## src/hdl/gdt_pkg.sv

```systemverilog
package gdt_pkg;

   localparam int ValueWidth    = 63;
   localparam int NumDigits     = 19;
   localparam int DigitWidth    = 4;
   localparam int BcdWidth      = NumDigits * DigitWidth;
   localparam int CharWidth     = 6;
   localparam int PosWidth      = 5;
   localparam int StepsPerStage = 4;

   localparam logic [CharWidth-1:0] AsciiZero  = 6'd48;
   localparam logic [CharWidth-1:0] AsciiComma = 6'd44;

   // Partial double-dabble state: decimal digits built so far and the
   // binary bits still to be shifted in, most significant bit on top.
   typedef struct packed {
      logic [BcdWidth-1:0]   bcd;
      logic [ValueWidth-1:0] bin;
   } work_type;

   // Number of significant digits, at least one.
   function automatic logic [PosWidth-1:0] digit_count(input logic [BcdWidth-1:0] bcd);
      logic [PosWidth-1:0] n;
      n = PosWidth'(1);
      for (int i = 0; i < NumDigits; i++) begin
         if (bcd[i*DigitWidth +: DigitWidth] != '0) begin
            n = PosWidth'(i + 1);
         end
      end
      return n;
   endfunction

   // Width of the leading group: digit count mod 3, with 3 in place of 0.
   function automatic logic [1:0] lead_group(input logic [PosWidth-1:0] n);
      logic [1:0] g;
      case (n)
         5'd1, 5'd4, 5'd7, 5'd10, 5'd13, 5'd16, 5'd19: g = 2'd1;
         5'd2, 5'd5, 5'd8, 5'd11, 5'd14, 5'd17:        g = 2'd2;
         default:                                       g = 2'd3;
      endcase
      return g;
   endfunction

endpackage

```

## src/hdl/gdt_dabble_stage.sv

```systemverilog
module gdt_dabble_stage #(
   parameter int NUM_STEPS = gdt_pkg::StepsPerStage
) (
   input  logic              clock,
   input  logic              reset,
   input  logic              in_valid,
   output logic              in_ready,
   input  gdt_pkg::work_type in_work,
   output logic              out_valid,
   input  logic              out_ready,
   output gdt_pkg::work_type out_work
);

   logic              valid_ff;
   gdt_pkg::work_type work_ff;
   gdt_pkg::work_type work_in;

   // Each step: add 3 to every digit of 5 or more, then shift one bit in.
   always_comb begin
      work_in = in_work;
      for (int k = 0; k < NUM_STEPS; k++) begin
         for (int d = 0; d < gdt_pkg::NumDigits; d++) begin
            if (work_in.bcd[d*gdt_pkg::DigitWidth +: gdt_pkg::DigitWidth] >= 4'd5) begin
               work_in.bcd[d*gdt_pkg::DigitWidth +: gdt_pkg::DigitWidth] =
                  work_in.bcd[d*gdt_pkg::DigitWidth +: gdt_pkg::DigitWidth] + 4'd3;
            end
         end
         work_in.bcd = {work_in.bcd[gdt_pkg::BcdWidth-2:0],
                        work_in.bin[gdt_pkg::ValueWidth-1]};
         work_in.bin = {work_in.bin[gdt_pkg::ValueWidth-2:0], 1'b0};
      end
   end

   assign in_ready = !valid_ff || out_ready;

   always_ff @(posedge clock) begin
      if (reset) begin
         valid_ff <= 1'b0;
      end else if (in_ready) begin
         valid_ff <= in_valid;
      end
   end

   always_ff @(posedge clock) begin
      if (in_ready && in_valid) begin
         work_ff <= work_in;
      end
   end

   assign out_valid = valid_ff;
   assign out_work  = work_ff;

endmodule

```

## config.mk

```make
export PLATFORM = sky130hd
export DESIGN_NAME = gdt_dabble_stage
export DESIGN_NICKNAME = d
export VERILOG_FILES = /design/src/hdl/gdt_pkg.sv /design/src/hdl/gdt_dabble_stage.sv
export SDC_FILE = /design/constraint.sdc
export NUM_CORES = 1
export LEC_CHECK = 0
export BUFFER_PORTS_ARGS = -buffer_cell sky130_fd_sc_hd__clkbuf_2
export CAP_MARGIN = 40
export CELL_PAD_IN_SITES_DETAIL_PLACEMENT = 1
export CELL_PAD_IN_SITES_GLOBAL_PLACEMENT = 2
export CORE_MARGIN = 5
export CORE_UTILIZATION = 30
export CTS_CLUSTER_DIAMETER = 150
export DETAILED_ROUTE_END_ITERATION = 16
export PLACE_DENSITY_LB_ADDON = 0.1
export SYNTH_ARGS = -nofsm -noshare
export SYNTH_HDL_FRONTEND = slang
export SYNTH_SLANG_ARGS = --single-unit
export TNS_END_PERCENT = 20
```

## constraint.sdc

```tcl
create_clock -name clock -period 4.4 [get_ports clock]
set_input_delay 0.88 -clock clock [delete_from_list [all_inputs] [get_ports clock]]
set_output_delay 0.88 -clock clock [all_outputs]
set_load 0.01 [all_outputs]
```

==> results of run 1 <==
==> metrics by stage <==
step | cell area, µm² | hold WS, ps | TNS [ps] | setup WS (ps) | util [%]
6_report | 16900 | 561 | 0 | 443 | 38.0
5_1_grt | 16900 | 537 | 0 | 61.9 | 38.0
4_1_cts | 16900 | 515 | 0 | 483 | 38.0
3_5_place_dp | 16300 | 569 | -21.7 | -21.7 | 36.7
3_3_place_gp | 16300 | 547 | 0 | 159 | 36.7
2_1_floorplan | 13500 | 593 | 0 | 68.6 | -
==> power breakdown <==
group          internal [W]  total, W  switching, W  leakage [nW]
sequential          0.00174   0.00182     0.0000721          1.33
combinational       0.00133   0.00326       0.00194          5.41
clock              0.000800   0.00149      0.000692         0.284
==> per-layer routing <==
metal / vias up / routed length (µm)
met4: 4 / 679
met1: 6684 / 20200
met5: - / 40
met2: 191 / 21200
li1: 6970 / -
met3: 38 / 1960
==> synth_stat cells, drive strengths merged (12+ instances only) <==
library cell / count / area, µm²
a211oi: 29 / 233
a21o: 12 / 90.1
a21oi: 148 / 801
a221oi: 14 / 123
a22oi: 14 / 105
a31oi: 24 / 156
and2: 27 / 169
buf: 19 / 130
clkbuf: 38 / 143
edfxtp: 135 / 4050
ha: 59 / 738
inv: 72 / 273
mux2: 32 / 364
mux2i: 48 / 488
nand2: 219 / 825
nand2b: 38 / 238
nand3: 43 / 215
nor2: 158 / 593
nor2b: 14 / 87.6
nor3: 37 / 190
nor3b: 12 / 90.1
o211ai: 23 / 183
o21a: 17 / 128
o21ai: 167 / 843
o221ai: 14 / 123
o22ai: 27 / 175
o31ai: 13 / 103
xnor2: 53 / 543
==> flip-flops by register name, summed over array words and instances (netlist names) <==
signal     flops
out_valid      1
out_work     135
==> worst reg2reg max path: stages, from the launching register on <==
cell and delay, ps:
sky130_fd_sc_hd__dfxtp_1 320, sky130_fd_sc_hd__nand2b_1 130, sky130_fd_sc_hd__and2_4 520, sky130_fd_sc_hd__buf_4 500
==> worst min-delay path by stage <==
stage,startpoint,endpoint,slack [ps],cells after the start
floorplan,out_valid,out_valid,590,2
global placement,out_valid,out_valid,550,2
detailed placement,out_valid,out_valid,570,2
CTS,reset,out_valid,520,2
global route,in_work[38],out_work[42],540,1
finish,reset,out_valid,560,2
==> layout make-up <==
cell class,instances,area [µm²],area share [%]
multi-input combinational,1393,8920,52.8
sequential,136,4070,24.1
timing repair buffer,397,2290,13.6
tap,592,741,4.38
clock buffer,17,425,2.52
inverter,73,277,1.64
clock inverter,15,159,0.941
antenna,1,2.50,0.0148
==> kinds of logic (layout without fill, tap and decap cells) <==
kind of cell | count (synthesis) | count (layout) | synth area share (%)
other | 1 | 5 | 0.0277
multiplexers | 80 | 80 | 6.30
adder cells (fa/ha/maj) | 68 | 68 | 6.12
XOR/XNOR | 62 | 62 | 4.65
flip-flops | 136 | 136 | 30.1
AO/OA/AOI/OAI | 599 | 599 | 29.3
buffers and inverters | 130 | 502 | 4.06
AND/OR/NAND/NOR | 580 | 580 | 19.4
==> flow_summary.ini, run 1 <==
[status]
status = finished, final reports clean

[clocking]
cts_max_path_buffers = 2
holdBufCountCts = 0
clk-insertion-delay-late_ps = 480
htree_num_levels = 4
postCtsSetupBuffers = 0
clock-sinks = 136
cts_root_buf = sky130_fd_sc_hd__clkbuf_16
clk_pin_slew_worst_paths_ps = 70
post_cts_resized = 0
total_cts_buffers = 17
tritoncts = yes

[routing]
detail_route.vias_per_cell = 5.29
post-route-drc-count = 0
dr_total_vias = 13900
wl_per_cell_um = 16.8
total_wirelength_um = 44100
detail_route.iter0.violations = 701
ant_nets = 0
drt_pass1_iterations = 5

[worst_setup_path]
cp_max_fo = 6
reg2reg_slack_ps = 2570
cp-startpoint = in_work[136]
timing.rr.start = out_valid
critPathKind = input port to flip-flop
cp_top_family = compound AO/OA/AOI/OAI gates
cp_cell_sequence = clkbuf_2 > inv_1 > ha_1 > nand2b_1 > a21oi_1 > mux2i_1 > o21ai_0 > a41oi_1 > inv_1 > ha_1 > nor2_1 > o21ai_0 > mux2i_1 > ha_1 > nand2b_1 > a21oi_1 > mux2i_1
worst_ep_arrival_time_ps = 4270
critPathCapture = out_work[137]
reg2reg_depth = 3
required_ps = 4720
worstSetupPathDepth = 17
critical-path-max-stage-delay_ps = 470
cp_slowest_cell = sky130_fd_sc_hd__a41oi_1
worst_setup_path_start_kind = input port
r2r_end = out_work[125]
setup.worst_path.end_class = flip-flop
timing.critical_path.buf_inv = 3

[power]
report.power.total_w = 0.00657
p_leak_nw = 7.02
cellPowerDensity_nw_per_um2 = 389
maximum_vdd_ir_drop_mv = 0.435

[global_routing]
grt_start_max_net_pins = 51
globalRouteOverflowTotal = 0
grtUsageMet1_pct = 22.3
grt_pass1_vias = 14100
grt_pass1_wl_um = 72100
globalRouteMet3Util_pct = 4.84
gr-usage-all-layers_pct = 17.4
grt_util_met2_pct = 29.1
grt_antenna_before_repair = 3
global_route.peak_usage_layer = met2

[floorplan]
top_level_ports = 284
row_count = 77
die-width_um = 222
die-area_um2 = 49400
initial_core_util_pct = 30.5
die_height_um = 222
fp.coreArea_um2 = 44400

[sta]
max_freq_mhz = 253
timing_hold_violations_final = 0
grt_setup_unrepaired = no
worst_slew_margin_rel_pct = 53.3
setup_viol_count_final = 0
final_max_slew_viol_count = 0
clock_skew_ps = 8.98
transition_at_the_pin_with_the_smallest_max_transition_slack_ps = 695
layout_worst_path_cycle_share_pct = 89.9
time_the_final_worst_path_needs_with_i_o_delays_and_setup_ps = 3960

[cells_and_area]
nFillCells = 5419
final_common_cell = sky130_fd_sc_hd__clkbuf_2
drive_gt1_share_pct = 25.8
nets = 2220
syn_to_final_growth_pct = 24.9
stdcell_count = 2624
mostFrequentLayoutCells = sky130_fd_sc_hd__clkbuf_2, sky130_fd_sc_hd__nand2_1, sky130_fd_sc_hd__nor2_1

[place]
portBuffers = 279
detailedPlacementHpwl_um = 34700
gp_routability_congestion = 0.812
placed_cells = 2590

[synthesis]
asyncSetResetFlopFracSynth_pct = 0
yosysWarningCount = 0
synth-edff-count = 135
synth.lib_cells_used.distinct = 97
synthesis.area_per_instance_um2 = 8.17
synth_top_flop_cell = sky130_fd_sc_hd__edfxtp_1
synth_area_um2 = 13500
syn_inst = 1656
ys_ff_latch = 136
yosysSeqAreaShare_pct = 30.1

[run]
maxCapViolCount = 0

[min_path]
hold_path_class = input port to flip-flop
Note: power is estimated with default switching activity, not from simulation.
==> inputs of run 2 (changes only) <==
Settings changed: SETUP_SLACK_MARGIN set to 0.5.
==> run 2 against run 1 <==
  * Cell count up 0.23%
  * Clock power about the same
  * Power up 0.66%
  * Clock-buffer cell count unchanged
  * Routed wire length up 0.50%
  * Via count up 0.11%
  * Fmax up 4.6%
  * Sequential share of layout area down 0.19 points
  * First-iteration DRC count down 1.6%
  * Highest routed layer unchanged
==> flow_summary.ini, run 2 (synthesis gave the netlist of run 1 again) <==
[worst_setup_path]
critPathKind = input port to flip-flop
reg2reg_slack_ps = 2570
worst_setup_path_start_kind = input port
required_ps = 4630
r2r_end = out_work[131]
reg2reg_depth = 3
setup.worst_path.end_class = flip-flop
worst_ep_arrival_time_ps = 4010
cp_max_fo = 5
timing.rr.start = out_valid

[power]
netSwitchingFraction_pct = 41.1
clock_power_share_pct = 22.6
share_comb_of_total_power_pct = 49.9
cellPowerDensity_nw_per_um2 = 388
maximum_vdd_ir_drop_mv = 0.436
p_sw_w = 0.00272
p_leak_nw = 7.06
fraction_of_power_consumed_by_sequential_logic_pct = 27.5
cell_internal_pwr_w = 0.00389

[place]
portBuffers = 279
placed_cells = 2590
detailedPlacementHpwl_um = 34700
gp_routability_congestion = 0.812
detailed_place.area_um2 = 16300
setup_slack_after_placement_ps = -21.7

[sta]
final_max_slew_viol_count = 0
clock_skew_ps = 8.81
worst_slew_margin_rel_pct = 53.8
transition_at_the_pin_with_the_smallest_max_transition_slack_ps = 688
timing_hold_violations_final = 0
layout_setup_ws_ps = 617
max_freq_mhz = 264
setup_viol_count_final = 0
hold-worst-slack_ps = 560
grt_setup_unrepaired = yes
layout_worst_path_cycle_share_pct = 86.0
time_the_final_worst_path_needs_with_i_o_delays_and_setup_ps = 3780

[clocking]
tritoncts = yes
clk_pin_slew_worst_paths_ps = 60
cts_max_path_buffers = 2
htree_num_levels = 4
clock-sinks = 136
total_cts_buffers = 17
clk-insertion-delay-late_ps = 480
cts_root_buf = sky130_fd_sc_hd__clkbuf_16

[run]
maxCapViolCount = 0

[floorplan]
row_count = 77
die-width_um = 222
die-area_um2 = 49400
fp.coreArea_um2 = 44400
die_height_um = 222
initial_core_util_pct = 30.5
top_level_ports = 284

[global_routing]
grt_pass1_wl_um = 72100
grt_antenna_before_repair = 3
globalRouteOverflowTotal = 0
gr-usage-all-layers_pct = 17.4
grt_pass1_vias = 14100
grt_start_max_net_pins = 51

[cells_and_area]
drive_gt1_share_pct = 26.9
stdcell_count = 2630
nFillCells = 5411
final_common_cell = sky130_fd_sc_hd__clkbuf_2
nets = 2226
syn_to_final_growth_pct = 25.9
mostFrequentLayoutCells = sky130_fd_sc_hd__clkbuf_2, sky130_fd_sc_hd__nand2_1, sky130_fd_sc_hd__nor2_1
final_design_area_no_fill_um2 = 17000
final_core_util_pct = 38.3
largest_register_ff_count = 135
ff_latch_area_um2 = 4070
multiInputGateArea_um2 = 9010

[min_path]
hold_path_class = input port to flip-flop
min_from = reset
min_path_cells = 2
min_delay_worst_endpoint = out_valid

[routing]
wl_per_cell_um = 16.9
post-route-drc-count = 0
detail_route.vias_per_cell = 5.29
ant_nets = 0
dr_total_vias = 13900
detail_route.iter0.violations = 690
total_wirelength_um = 44300
drt_pass1_iterations = 5

[status]
status = finished, final reports clean
[run 2: power by group through the flow]
stage	sequential [W]	clock (W)	combinational (W)
final	0.00182	0.00150	0.00330
after global routing	0.00184	0.00161	0.00369
after CTS	0.00182	0.00156	0.00329
after detailed placement	0.00185	0	0.00327
after global placement	0.00184	0	0.00322
after floorplan	0.00194	0	0.00209
[run 2: metrics by stage]
step | power (W) | TNS, ps
floorplan | 0.00403 | 0
global placement | 0.00507 | 0
detailed placement | 0.00512 | -21.7
CTS | 0.00668 | 0
global route | 0.00714 | 0
finish | 0.00662 | 0
[run 2: critical path, cell delays in order]
cell,delay (ps)
sky130_fd_sc_hd__clkbuf_2,100
sky130_fd_sc_hd__inv_1,70
sky130_fd_sc_hd__ha_1,170
sky130_fd_sc_hd__nand2b_1,170
sky130_fd_sc_hd__a21oi_2,300
sky130_fd_sc_hd__mux2i_1,270
sky130_fd_sc_hd__o21ba_2,200
sky130_fd_sc_hd__xor2_2,190
sky130_fd_sc_hd__inv_2,60
sky130_fd_sc_hd__ha_1,190
sky130_fd_sc_hd__maj3_1,360
sky130_fd_sc_hd__a221oi_1,380
sky130_fd_sc_hd__buf_4,200
sky130_fd_sc_hd__nand2_1,60
sky130_fd_sc_hd__nand2_1,100
sky130_fd_sc_hd__o221ai_1,140
sky130_fd_sc_hd__o21ai_0,110
sky130_fd_sc_hd__nand2_1,70
[run 2: timing repair]
item                       CTS  global route
hold buffers                 0             0
setup buffers                0             6
hold endpoints to repair     0             0
setup endpoints to repair    1            31
pin swaps                    0             3
gates resized for setup      1            25
[run 2: layer usage]
layer / global-route usage (%) / wire length, µm
met5: 0 / 40
met4: 4.45 / 715
met2: 29.1 / 21200
met3: 4.84 / 1960
met1: 22.3 / 20400
[run 2: worst max path at each step]
stage                            start             to  slack (ps)  cells after the start
after floorplan            in_work[72]   out_work[79]          70                     14
after global placement     in_work[75]   out_work[83]         160                     17
after detailed placement  in_work[135]  out_work[137]         -20                     16
after CTS                 in_work[131]  out_work[137]         540                     19
after global routing       in_work[95]   out_work[99]         350                     16
final                      in_work[72]   out_work[78]         620                     18
[run 2: cell type report]
cell class,count,area share (%)
multi-input cells,1393,52.9
flip-flops and latches,136,23.9
diodes,1,0.0147
repair buffers,403,13.7
inverters,73,1.62
well taps,592,4.35
clock buffers,17,2.50
clock inverters,15,0.933
==> inputs of run 3 (changes only) <==
Settings changed: PLACE_DENSITY_LB_ADDON 0.1 to 0.05.
==> run 3 against run 2 <==
  * Clock power is essentially flat
  * Global-route usage barely moved
  * Sequential power about the same
  * Largest power group unchanged
  * Highest routed layer unchanged
  * Clock-buffer cell count did not move
  * Register-to-register slack worse by 30 ps
  * Non-clock buffer count is 1 lower
==> flow_summary.ini, run 3 (synthesis gave the netlist of run 1 again) <==
[place]
gp_routability_congestion = 0.830
portBuffers = 279
setup_slack_after_placement_ps = -34.2
placed_cells = 2591
detailedPlacementHpwl_um = 34400

[routing]
detail_route.vias_per_cell = 5.31
detail_route.iter0.violations = 681
total_wirelength_um = 44400
dr_total_vias = 14000
post-route-drc-count = 0
drt_pass1_iterations = 5
ant_nets = 0
wl_per_cell_um = 16.9

[worst_setup_path]
critical-path-max-stage-delay_ps = 430
critPathKind = input port to flip-flop
critical_path.most_common_cell = sky130_fd_sc_hd__ha_1
worstSetupPathDepth = 16
required_ps = 4700
cp_cell_sequence = clkbuf_2 > inv_1 > ha_1 > nand2b_1 > a21oi_2 > mux2_2 > o21ai_1 > a22o_1 > clkinv_1 > ha_1 > maj3_1 > a221o_2 > or3_1 > nand4_1 > a21oi_1 > a211oi_1
worst_setup_path_start_kind = input port
timing.critical_path.buf_inv = 3
reg2reg_depth = 3
cp_slowest_cell = sky130_fd_sc_hd__a221o_2
setup.worst_path.end_class = flip-flop
worst_ep_arrival_time_ps = 4160
cp_max_fo = 5
cp_top_family = compound AO/OA/AOI/OAI gates

[clocking]
cts_max_path_buffers = 2
cts_root_buf = sky130_fd_sc_hd__clkbuf_16
clock-sinks = 136
holdBufCountCts = 0
total_cts_buffers = 17
clk-insertion-delay-late_ps = 480
clk_pin_slew_worst_paths_ps = 70
tritoncts = yes
htree_num_levels = 4

[cells_and_area]
largest_register_ff_count = 135
stdcell_count = 2631
final_common_cell = sky130_fd_sc_hd__clkbuf_2
drive_gt1_share_pct = 26.7
mostFrequentLayoutCells = sky130_fd_sc_hd__clkbuf_2, sky130_fd_sc_hd__nand2_1, sky130_fd_sc_hd__nor2_1
ff_latch_area_um2 = 4070
nets = 2226
nFillCells = 5430
multiInputGateArea_um2 = 9010
syn_to_final_growth_pct = 25.9

[power]
p_sw_w = 0.00272
share_comb_of_total_power_pct = 50.0
cellPowerDensity_nw_per_um2 = 388
cell_internal_pwr_w = 0.00389
fraction_of_power_consumed_by_sequential_logic_pct = 27.4
p_leak_nw = 7.06
clock_power_share_pct = 22.6
netSwitchingFraction_pct = 41.2
maximum_vdd_ir_drop_mv = 0.305

[sta]
time_the_final_worst_path_needs_with_i_o_delays_and_setup_ps = 3860
transition_at_the_pin_with_the_smallest_max_transition_slack_ps = 770
hold-worst-slack_ps = 555
worst_slew_margin_rel_pct = 48.7
timing_hold_violations_final = 0
layout_worst_path_cycle_share_pct = 87.7
setup_viol_count_final = 0
layout_setup_ws_ps = 542
final_max_slew_viol_count = 0
grt_setup_unrepaired = yes
clock_skew_ps = 9.36
max_freq_mhz = 259

[global_routing]
grt_antenna_before_repair = 4
globalRouteOverflowTotal = 0
grt_pass1_wl_um = 71800
grt_pass1_vias = 14000
grt_start_max_net_pins = 53
gr-usage-all-layers_pct = 17.4

[status]
status = finished, final reports clean

[floorplan]
initial_core_util_pct = 30.5
die_height_um = 222
row_count = 77
fp.coreArea_um2 = 44400
top_level_ports = 284
die-width_um = 222
die-area_um2 = 49400

[run]
maxCapViolCount = 0

[min_path]
min_path_cells = 2
hold_path_class = input port to flip-flop
[run 3: changes by cell type in the layout (fill, tap and decap cells not counted), moves of 2 or more]
cell and change:
sky130_fd_sc_hd__a221o_1 +2, sky130_fd_sc_hd__mux2i_2 -2, sky130_fd_sc_hd__mux2i_1 +2, sky130_fd_sc_hd__and2_1 -2, sky130_fd_sc_hd__o21ai_1 -2, sky130_fd_sc_hd__a21oi_2 -2, sky130_fd_sc_hd__inv_6 +2, sky130_fd_sc_hd__buf_4 -2
sky130_fd_sc_hd__and2_0 +2, sky130_fd_sc_hd__o21ai_0 +2, sky130_fd_sc_hd__inv_8 -2
[run 3: final cells by class]
type / count / area share [%]
multi-input combinational: 1394 / 52.9
sequential: 136 / 23.9
timing repair buffer: 402 / 13.8
tap: 592 / 4.35
clock buffer: 17 / 2.50
inverter: 73 / 1.62
clock inverter: 15 / 0.904
antenna: 2 / 0.0294
[run 3: final timing paths]
| kind | endpoint | slack (ps) | from |
|---|---|---|---|
| setup / recovery | out_work[71] | 540 | in_work[68] |
| hold / removal | out_valid | 560 | reset |
| setup reg to reg | out_work[89] | 2540 | out_valid |
| hold reg to reg | out_valid | 560 | out_valid |
[run 3: power by group through the flow]
| stage | clock, W | sequential (W) | combinational [W] |
|---|---|---|---|
| after CTS | 0.00157 | 0.00182 | 0.00330 |
| after global routing | 0.00162 | 0.00184 | 0.00369 |
| after global placement | 0 | 0.00184 | 0.00324 |
| after floorplan | 0 | 0.00194 | 0.00209 |
| final | 0.00150 | 0.00181 | 0.00331 |
| after detailed placement | 0 | 0.00184 | 0.00328 |
[run 3: per-stage QoR]
step | util [%] | setup TNS [ps] | total power, W | cell area [µm²]
after floorplan | - | 0 | 0.00403 | 13500
after global placement | 36.7 | 0 | 0.00508 | 16300
after detailed placement | 36.7 | -36.4 | 0.00513 | 16300
after CTS | 38.0 | 0 | 0.00669 | 16900
after global routing | 38.3 | 0 | 0.00715 | 17000
final | 38.3 | 0 | 0.00662 | 17000
[run 3: metal layers]
layer | track usage (%) | wire, µm | share of wire, % | vias up
li1 | - | - | - | 6986
met2 | 29.3 | 21100 | 47 | 207
met1 | 21.8 | 20300 | 46 | 6748
met3 | 4.96 | 2240 | 5.0 | 38
met5 | 0 | 40 | 0.090 | -
met4 | 4.84 | 692 | 1.6 | 4
[run 3: timing repair]
action / in CTS / in global routing
setup endpoints to repair: 0 / 29
setup buffers: 0 / 5
resized for setup: 0 / 20
